$ cat config.mk
export PLATFORM = sky130hd
export DESIGN_NAME = bac_ctrl
export DESIGN_NICKNAME = d
export VERILOG_FILES = /design/src/hdl/bac_pkg.sv /design/src/hdl/bac_ctrl.sv
export SDC_FILE = /design/constraint.sdc
export NUM_CORES = 1
export LEC_CHECK = 0
export ABC_AREA = 1
export BUFFER_PORTS_ARGS = -buffer_cell sky130_fd_sc_hd__buf_2
export CAP_MARGIN = 0
export CORE_MARGIN = 5
export CORE_UTILIZATION = 40
export DETAILED_ROUTE_END_ITERATION = 10
export GPL_ROUTABILITY_DRIVEN = 0
export MAX_ROUTING_LAYER = met4
export PLACE_DENSITY = 0.73
export SLEW_MARGIN = 30
export SYNTH_ARGS = -nofsm -noshare
export SYNTH_HDL_FRONTEND = slang
export SYNTH_SLANG_ARGS = --single-unit
$ cat constraint.sdc
create_clock -name clk -period 1.85 [get_ports clk]
set_clock_uncertainty 0.15 [all_clocks]
set_input_delay 0.37 -clock clk [delete_from_list [all_inputs] [get_ports clk]]
set_output_delay 0.37 -clock clk [all_outputs]
set_load 0.02 [all_outputs]
$ cat src/hdl/bac_pkg.sv
`timescale 1ns / 1ps
// ----------------------------------------------------------------------------
// bac_pkg: shared types and constants for the block affine cipher
// Register map codes, controller command and status structs.
// ----------------------------------------------------------------------------
package bac_pkg;

  localparam int MAX_BLOCK  = 8;
  localparam int VALUE_BITS = 64;

  localparam logic [2:0] REG_MODULUS  = 3'd0;
  localparam logic [2:0] REG_BLKLEN   = 3'd1;
  localparam logic [2:0] REG_DECRYPT  = 3'd2;
  localparam logic [2:0] REG_MULT     = 3'd3;
  localparam logic [2:0] REG_ADD      = 3'd4;
  localparam logic [2:0] REG_INVERSE  = 3'd5;

  localparam logic [7:0] PAD_DIGIT = 8'd0;

  // controller -> datapath
  typedef struct packed {
    logic absorb;     // accumulate input symbol
    logic pad;        // accumulate one pad digit
    logic space_init; // start block space computation
    logic space_step; // one factor of m
    logic prep;       // load x, b, key
    logic sub_b;      // decrypt: x - b
    logic mul_init;   // start modular multiply
    logic mul_step;   // one bit of multiply
    logic add_b;      // encrypt: y + b
    logic div_init;   // start digit extraction
    logic div_step;   // one quotient bit
    logic div_done;   // store digit, clear remainder
    logic clear;      // clear block state
  } bac_cmd_t;

  // datapath -> controller
  typedef struct packed {
    logic       full;      // block complete
    logic       space_last;
    logic       mul_last;
    logic       div_last;
  } bac_sts_t;

endpackage

$ cat src/hdl/bac_ctrl.sv
`timescale 1ns / 1ps
// ----------------------------------------------------------------------------
// bac_ctrl: sequencer for the block affine cipher
// Collects symbols, runs the arithmetic passes and streams the digits.
// ----------------------------------------------------------------------------
module bac_ctrl #(
  parameter int MAX_BLOCK = bac_pkg::MAX_BLOCK
) (
  input  logic              clk,
  input  logic              rst,
  input  logic              in_fire,
  input  logic              in_last,
  input  logic              decrypt_mode,
  input  bac_pkg::bac_sts_t sts,
  input  logic [$clog2(MAX_BLOCK+1)-1:0] eff_n,
  output bac_pkg::bac_cmd_t cmd,
  output logic              in_ready,
  output logic              out_valid,
  input  logic              out_ready,
  output logic [$clog2(MAX_BLOCK+1)-1:0] out_idx,
  output logic              out_lblk,
  output logic              out_lmsg
);

  localparam int CW = $clog2(MAX_BLOCK + 1);

  typedef enum logic [10:0] {
    S_IDLE  = 11'b00000000001,
    S_PAD   = 11'b00000000010,
    S_SPACE = 11'b00000000100,
    S_PREP  = 11'b00000001000,
    S_MUL   = 11'b00000010000,
    S_FIX   = 11'b00000100000,
    S_DIV   = 11'b00001000000,
    S_DIGIT = 11'b00010000000,
    S_OUT   = 11'b00100000000,
    S_CHECK = 11'b01000000000,
    S_STORE = 11'b10000000000
  } state_t;

  state_t state, state_next;
  logic   eom;
  logic [CW-1:0] dleft;

  assign in_ready  = (state == S_IDLE);
  assign out_valid = (state == S_OUT);
  assign out_lblk  = (out_idx + CW'(1) == eff_n);
  assign out_lmsg  = out_lblk && eom;

  always_comb begin
    cmd = '0;
    state_next = state;
    case (state)
      S_IDLE: if (in_fire) begin
        cmd.absorb = 1'b1;
        state_next = S_CHECK;
      end
      S_CHECK: begin
        if (sts.full) begin
          cmd.space_init = 1'b1;
          state_next = S_SPACE;
        end else if (eom) state_next = S_PAD;
        else state_next = S_IDLE;
      end
      S_PAD: begin
        if (sts.full) begin
          cmd.space_init = 1'b1;
          state_next = S_SPACE;
        end else cmd.pad = 1'b1;
      end
      S_SPACE: begin
        cmd.space_step = 1'b1;
        if (sts.space_last) state_next = S_PREP;
      end
      S_PREP: begin
        cmd.prep = 1'b1;
        cmd.clear = 1'b1;
        cmd.mul_init = 1'b1;
        state_next = S_MUL;
      end
      S_MUL: begin
        cmd.mul_step = 1'b1;
        cmd.sub_b = decrypt_mode;
        if (sts.mul_last) state_next = S_FIX;
      end
      S_FIX: begin
        state_next = S_DIV;
        cmd.div_init = 1'b1;
        if (!decrypt_mode) begin
          cmd.add_b = 1'b1;
          cmd.div_init = 1'b0;
          state_next = S_DIGIT;
        end
      end
      S_DIGIT: begin
        cmd.div_init = 1'b1;
        state_next = S_DIV;
      end
      S_DIV: begin
        cmd.div_step = 1'b1;
        if (sts.div_last) state_next = S_STORE;
      end
      S_STORE: begin
        cmd.div_done = 1'b1;
        if (dleft == CW'(1)) state_next = S_OUT;
        else state_next = S_DIV;
      end
      S_OUT: if (out_ready && out_lblk) begin
        state_next = S_IDLE;
      end
      default: state_next = S_IDLE;
    endcase
  end

  // digit count and output index run beside the state
  always_ff @(posedge clk) begin
    if (rst) begin
      state <= S_IDLE;
      eom <= 1'b0;
      out_idx <= '0;
      dleft <= '0;
    end else begin
      state <= state_next;
      if (in_fire) eom <= in_last;
      if (cmd.div_init) dleft <= eff_n;
      else if (cmd.div_done) dleft <= dleft - CW'(1);
      if (state == S_OUT && out_ready) begin
        if (out_lblk) out_idx <= '0;
        else out_idx <= out_idx + CW'(1);
      end
    end
  end

endmodule

==> results of run 1 <==
[state kept, by name, summed over array words and instances (netlist names)]
signal / flops
dleft: 4
eom: 1
state: 11
out_idx: 4
[cells in the mapped netlist, types with 4 or more instances]
cell     number
o21ai_0       8
nor2_2        5
inv_1        43
nand2_1      54
nor2_1       27
a21oi_1       7
nand2_2       5
nand4_1       4
nand3_1      22
dfxtp_1      20
nor3_1        8
[power breakdown]
group,total [mW],switching [mW],internal (mW)
clock,0.240,0.163,0.0767
sequential,0.601,0.0814,0.519
combinational,2.25,1.31,0.938
total,3.09,1.56,1.53
[layout make-up]
cell class / count / area (sq um)
well taps: 46 / 57.6
inverters: 46 / 189
repair buffers: 68 / 554
multi-input cells: 160 / 1080
fillers: 252 / 1070
flip-flops and latches: 20 / 417
clock buffers: 3 / 22.5
[worst max path at each step]
stage / startpoint / end / slack (ps)
6_report: state[10] / cmd[12] / -310
5_1_grt: state[10] / cmd[10] / -360
4_1_cts: out_idx[0] / out_lmsg / -200
3_5_place_dp: out_idx[0] / out_lmsg / -3
3_3_place_gp: out_idx[0] / out_lmsg / 10
2_1_floorplan: out_idx[0] / out_lblk / 10
[cell families after synthesis]
logic type                 synth area share (%)
AOI/OAI and AO/OA                          7.45
xor gates and xnor gates                   1.86
adders and majority gates                  2.66
buffers and inverters                      14.2
DFF                                        28.4
and+or+nand+nor                            45.5
[worst max-delay path, stage by stage (launching register included)]
cell and delay, ps:
dfxtp_4 380, nor2_4 170, nand2_4 100, nor2_4 220, buf_6 150, nand2_4 70, nor2_4 110, buf_6 120
[stage by stage]
| step | setup WS, ps | instances | utilization [%] | hold WS [ps] |
|---|---|---|---|---|
| after detailed placement | -3.13 | 310 | 48.8 | 356 |
| after CTS | -200 | 335 | 61.2 | 176 |
| final | -308 | 343 | 68.4 | 156 |
| after global routing | -358 | 343 | 68.4 | 171 |
| after global placement | 13.8 | 310 | 48.8 | 351 |
| after floorplan | 10.8 | 230 | - | 348 |
[per-layer routing]
metal | global-route usage [%] | wire (microns) | share of wire [%]
met1 | 20.3 | 2050 | 40
met2 | 30.3 | 2620 | 52
met3 | 3.19 | 260 | 5.1
met4 | 8.24 | 140 | 2.8
met5 | - | 0 | 0
[timing repair]
action,CTS,global route
pin swaps,21,25
setup buffers,22,11
hold endpoints to repair,0,0
gates resized for setup,78,56
endpoints found under the setup margin,17,28
[layout by cell type (no fill, tap or decap), drive strengths merged]
| master | count |
|---|---|
| inv | 45 |
| dfxtp | 20 |
| nor2 | 35 |
| buf | 68 |
| a21oi | 7 |
| ha | 3 |
| xor2 | 3 |
| o21ai | 10 |
| nand2 | 62 |
| nand3 | 22 |
| clkbuf | 3 |
| a22oi | 1 |
| and3 | 1 |
| nor4 | 1 |
| nor3 | 8 |
| clkinv | 1 |
| nand3b | 2 |
| a211oi | 1 |
| nand4 | 4 |
==> summary.md, run 1 <==
| Metric | Value |
|---|---|
| Layout cells sized above 1 | `53.9%` |
| First-pass GRT wire length | `6.98 mm` |
| Antenna Cells | `0` |
| Asr flop ratio synth | `0%` |
| Worst hold stages | `2` |
| Antenna-violating nets left | `0` |
| Starting Density | `41.6%` |
| Fin nets | `316` |
| CTS Buffer Depth | `2` |
| Ports | `35` |
| Initial antenna violation count | `0` |
| Slew headroom | `61.6%` |
| Num CTS Buffers | `3` |
| H-Tree Depth | `1` |
| Cell taking the most area after synthesis | `dfxtp_1` |
| Root Buffer Master | `clkbuf_4` |
| Dominant cells by area after synthesis | `dfxtp_1 (28%), nand2_1 (14%), inv_1 (11%)` |
| Number of synthesized flops with an enable pin | `0` |
| Synth warn | `0` |
| Synth unique cells | `27` |
| Area added between synthesis and finish | `64.2%` |
| Final Max Tran Viols | `0` |
| Main flop type after synthesis | `dfxtp_1` |
| Max IR drop VDD | `0.800 mV` |
| Fin Setup TNS | `-4880 ps` |
| WL/cell | `14.8 microns` |
| Period minus WS final | `2160 ps` |
| Port bufs | `34` |
| Tot GR Track Use | `17.8%` |
| Final setup fails | `27` |
| Fin. Hold Viols | `0` |
| Startpoint class of the critical path | `flip-flop` |
| Fin crit share | `117%` |
| Syn nets | `247` |
| Vias | `1,733` |
| Pleak | `1.20 nW` |
| CP Data Required Time | `1330 ps` |
| Via density | `5.05` |
| Fmax | `463 MHz` |
| Post-synthesis sequential area ratio | `28.4%` |
| Placed cell area | `1660 sq um` |
| Failing checks | `negative setup slack` |
| CTS tree | `yes` |
| Cell area after layout | `2320 sq um` |
| Worst reg-to-reg setup slack | `-120 ps` |
| Mean Syn Cell Area | `6.14 sq um` |
| Vias in the first global route | `1,624` |
| Core area | `3390 sq um` |
| Die outline area | `4820 sq um` |
| RSZ-0062 raised after global routing | `yes` |
| Largest net degree at the start of global routing | `14` |
| Synth Register Bits | `20` |
| # Max-Cap Violations | `0` |
| Reg-to-Reg End | `state[6]` |
| CP arrival | `1640 ps` |
| Die Span X | `69.4 microns` |
| Max FO, Critical Path | `5` |
| Die Ht | `69.4 microns` |
| PwrDens | `1330 nW/um^2` |
| Status | `finished with violations` |
| Setup CP Type | `flip-flop to output pin` |
| Post-synth top area share | `28.4%` |
| Hold endpoint | `out_idx[3]` |
| Drt pass-1 iters | `4` |
| Mapped Cells | `230` |
| WL final | `5.06 mm` |
| Worst-skew pair later-pin latency | `340 ps` |
| Least-Margin Pin Slew | `576 ps` |
| Worst r2r src | `state[10]` |
| Hold_sp | `rst` |
| DRT iter0 DRCs | `129` |
| Placed wire-length estimate | `2.67 mm` |
| Reg clk slew, reported paths | `140 ps` |
| Crit. End Element | `output pin` |
| Hold/Removal Path Class | `primary input to flip-flop` |
| # rows | `21` |
| Tot Pwr | `3.09 mW` |
| R2R cell count | `12` |
| CTS hold repair buffers | `0` |
| DR DRC count | `0` |
| Clock sinks | `20` |
| Total congestion overflow | `0` |
| Setup WS post-layout | `-308 ps` |
| Mapped Area | `1410 sq um` |
Power figures use the tool's default switching activity.
==> inputs of run 2 (changes only) <==
- PLACE_DENSITY: 0.73 -> 0.63
==> summary.md, run 2 (synthesis results as in run 1) <==
| Metric | Value |
|---|---|
| Status | `finished with violations` |
| Failing checks | `negative setup slack` |
| Layout cells sized above 1 | `52.7% (-1.2 points)` |
| DR DRC count | `0 (unchanged)` |
| Max FO, Critical Path | `3 (-2)` |
| CTS tree | `yes` |
| Fin Hold WS | `186 ps (+29.8 ps)` |
| Crit path max-delay cell type | `dfxtp_2` |
| Hold/Removal Path Class | `primary input to flip-flop` |
| Vias | `1,706 (-1.6%)` |
| Largest register FFs | `11 (unchanged)` |
| Worst hold stages | `2 (unchanged)` |
| Hold endpoint | `out_idx[2]` |
| Slew headroom | `69.3% (+7.7 points)` |
| Die Span X | `69.4 microns (unchanged)` |
| Via density | `4.96 (-1.8%)` |
| # rows | `21 (unchanged)` |
| Pleak | `1.18 nW (-1.5%)` |
| Num CTS Buffers | `3 (unchanged)` |
| CP bufs+invs | `3 (+1)` |
| Tot Pwr | `3.00 mW (-2.8%)` |
| RSZ-0062 raised after global routing | `yes` |
| CP max stage delay | `370 ps (about the same)` |
| Leading cell types in the layout, fill and taps excluded | `nand2_1 (40), inv_1 (30), buf_4 (30)` |
| Top delay family on crit path | `simple AND/OR/NAND/NOR gates` |
| Registers with the most flip-flops | `state (11), dleft (4), out_idx (4)` |
| Fin nets | `316 (unchanged)` |
| Fill cells | `277 (+9.9%)` |
| Fin. Hold Viols | `0 (unchanged)` |
| CTS hold repair buffers | `0 (unchanged)` |
| Die Ht | `69.4 microns (unchanged)` |
| Worst reg-to-reg setup slack | `-50 ps (+70 ps)` |
| Starting Density | `41.6% (unchanged)` |
| First-pass GRT wire length | `6.60 mm (-5.5%)` |
| CP arrival | `1580 ps (-60 ps)` |
| Fmax | `476 MHz (+2.8%)` |
| Setup CP Type | `flip-flop to output pin` |
| Clock sinks | `20 (unchanged)` |
| Antenna-violating nets left | `0 (unchanged)` |
| WL final | `4.59 mm (-9.5%)` |
| Register area | `415 sq um (-0.30%)` |
| WL/cell | `13.3 microns (-9.7%)` |
| DP Worst Slack | `6.60 ps (+9.74 ps)` |
| Crit path from | `state[9]` |
| Placed wire-length estimate | `2.71 mm (+1.5%)` |
| Period minus WS final | `2100 ps (-58.4 ps)` |
| Worst r2r src | `state[9]` |
| Reg clk slew, reported paths | `140 ps (about the same)` |
| Area of the multi-input gates | `1030 sq um (-4.1%)` |
| Drt pass-1 iters | `4 (unchanged)` |
| CP Data Required Time | `1330 ps (about the same)` |
| Reg-to-Reg End | `state[0]` |
| Ports | `35 (unchanged)` |
| Tot GR Track Use | `16.7% (-1.2 points)` |
| Startpoint class of the critical path | `flip-flop` |
| CTS Buffer Depth | `2 (unchanged)` |
| Initial antenna violation count | `0 (unchanged)` |
| Final core occ | `67.6% (-0.74 points)` |
| Root Buffer Master | `clkbuf_4` |
| Least-Margin Pin Slew | `460 ps (-116 ps)` |
| Hold_sp | `rst` |
| Largest Register | `state` |
| H-Tree Depth | `1 (unchanged)` |
| # Max-Cap Violations | `0 (unchanged)` |
| Vias in the first global route | `1,482 (-8.7%)` |
| Max IR drop VDD | `0.723 mV (-9.6%)` |
| Fin crit share | `113% (-3.2 points)` |
| Setup WS post-layout | `-249 ps (+58.4 ps)` |
| Antenna Cells | `0 (unchanged)` |
| DRT iter0 DRCs | `112 (-13%)` |
| Final setup fails | `26 (-3.7%)` |
| Largest net degree at the start of global routing | `14 (unchanged)` |
| Core area | `3390 sq um (unchanged)` |
| PwrDens | `1310 nW/um^2 (-1.7%)` |
| Area added between synthesis and finish | `62.4%` |
| Crit. End Element | `output pin` |
| Most common cell after layout, fill and taps aside | `nand2_1` |
| Port bufs | `34 (unchanged)` |
| CP Cell Sequence | `nor2_4 > nand2_4 > nor2_4 > buf_6 > buf_6 > nand2_4 > nor2_4 > buf_6` |
| Total congestion overflow | `0 (unchanged)` |
| Die outline area | `4820 sq um (unchanged)` |
| R2R cell count | `12 (unchanged)` |
| Worst-skew pair later-pin latency | `320 ps (-20 ps)` |
| Final Max Tran Viols | `0 (unchanged)` |
[run 2: worst register-to-register path, cell delays in order, from the launching register on]
cell and delay, ps:
dfxtp_2 370, nor2_4 140, nand2_4 80, nor2_4 250, nand2_2 130, buf_4 150, buf_4 130, nand2_1 70
nor2_1 50, nand2_1 60, o21ai_0 100, nand2_1 90, nand2_1 50
[run 2: worst max-delay path by stage]
stage	end	slack, ps	depth (start not counted)
3_5_place_dp	out_lmsg	7	7
6_report	cmd[12]	-250	8
3_3_place_gp	out_lmsg	20	7
5_1_grt	cmd[10]	-330	8
4_1_cts	cmd[4]	-180	6
2_1_floorplan	out_lblk	10	6
[run 2: layout make-up]
cell class                      count  share of cell area, %
Clock buffer                        3                  0.983
Timing Repair Buffer               68                   23.9
Sequential cell                    20                   18.1
Multi-Input combinational cell    160                   45.1
Clock inverter                      1                   1.31
Inverter                           46                   8.13
Tap cell                           46                   2.51
[run 2: stage by stage]
step,area (sq um),std cells,setup TNS [ps]
after floorplan,1420,230,0
after detailed placement,1660,311,0
final,2290,344,-2840
after CTS,2010,331,-1680
after global routing,2290,344,-4910
after global placement,1660,311,0
[run 2: layer usage]
metal  routed length [microns]  up-vias  GRT usage, %  share of wire [%]
met5                         0        -             -                  0
li1                          -      850             -                  -
met3                       189       12          2.61                4.1
met2                      2390       45          27.8                 52
met4                       104        0          3.25                2.3
met1                      1900      799          21.4                 42
[run 2: what timing repair did]
| item | 4_1_cts | 5_1_grt |
|---|---|---|
| pin swaps | 17 | 21 |
| setup endpoints to repair | 17 | 29 |
| resized for setup | 67 | 56 |
| buffers inserted | 16 | 15 |
[run 2: power breakdown]
| part | total, mW | leakage [nW] | switching (mW) | internal (mW) |
|---|---|---|---|---|
| Combinational | 2.06 | 0.989 | 1.18 | 0.879 |
| Sequential | 0.576 | 0.167 | 0.0607 | 0.515 |
| Clock | 0.372 | 0.0279 | 0.153 | 0.219 |
| Total | 3.00 | 1.18 | 1.39 | 1.61 |
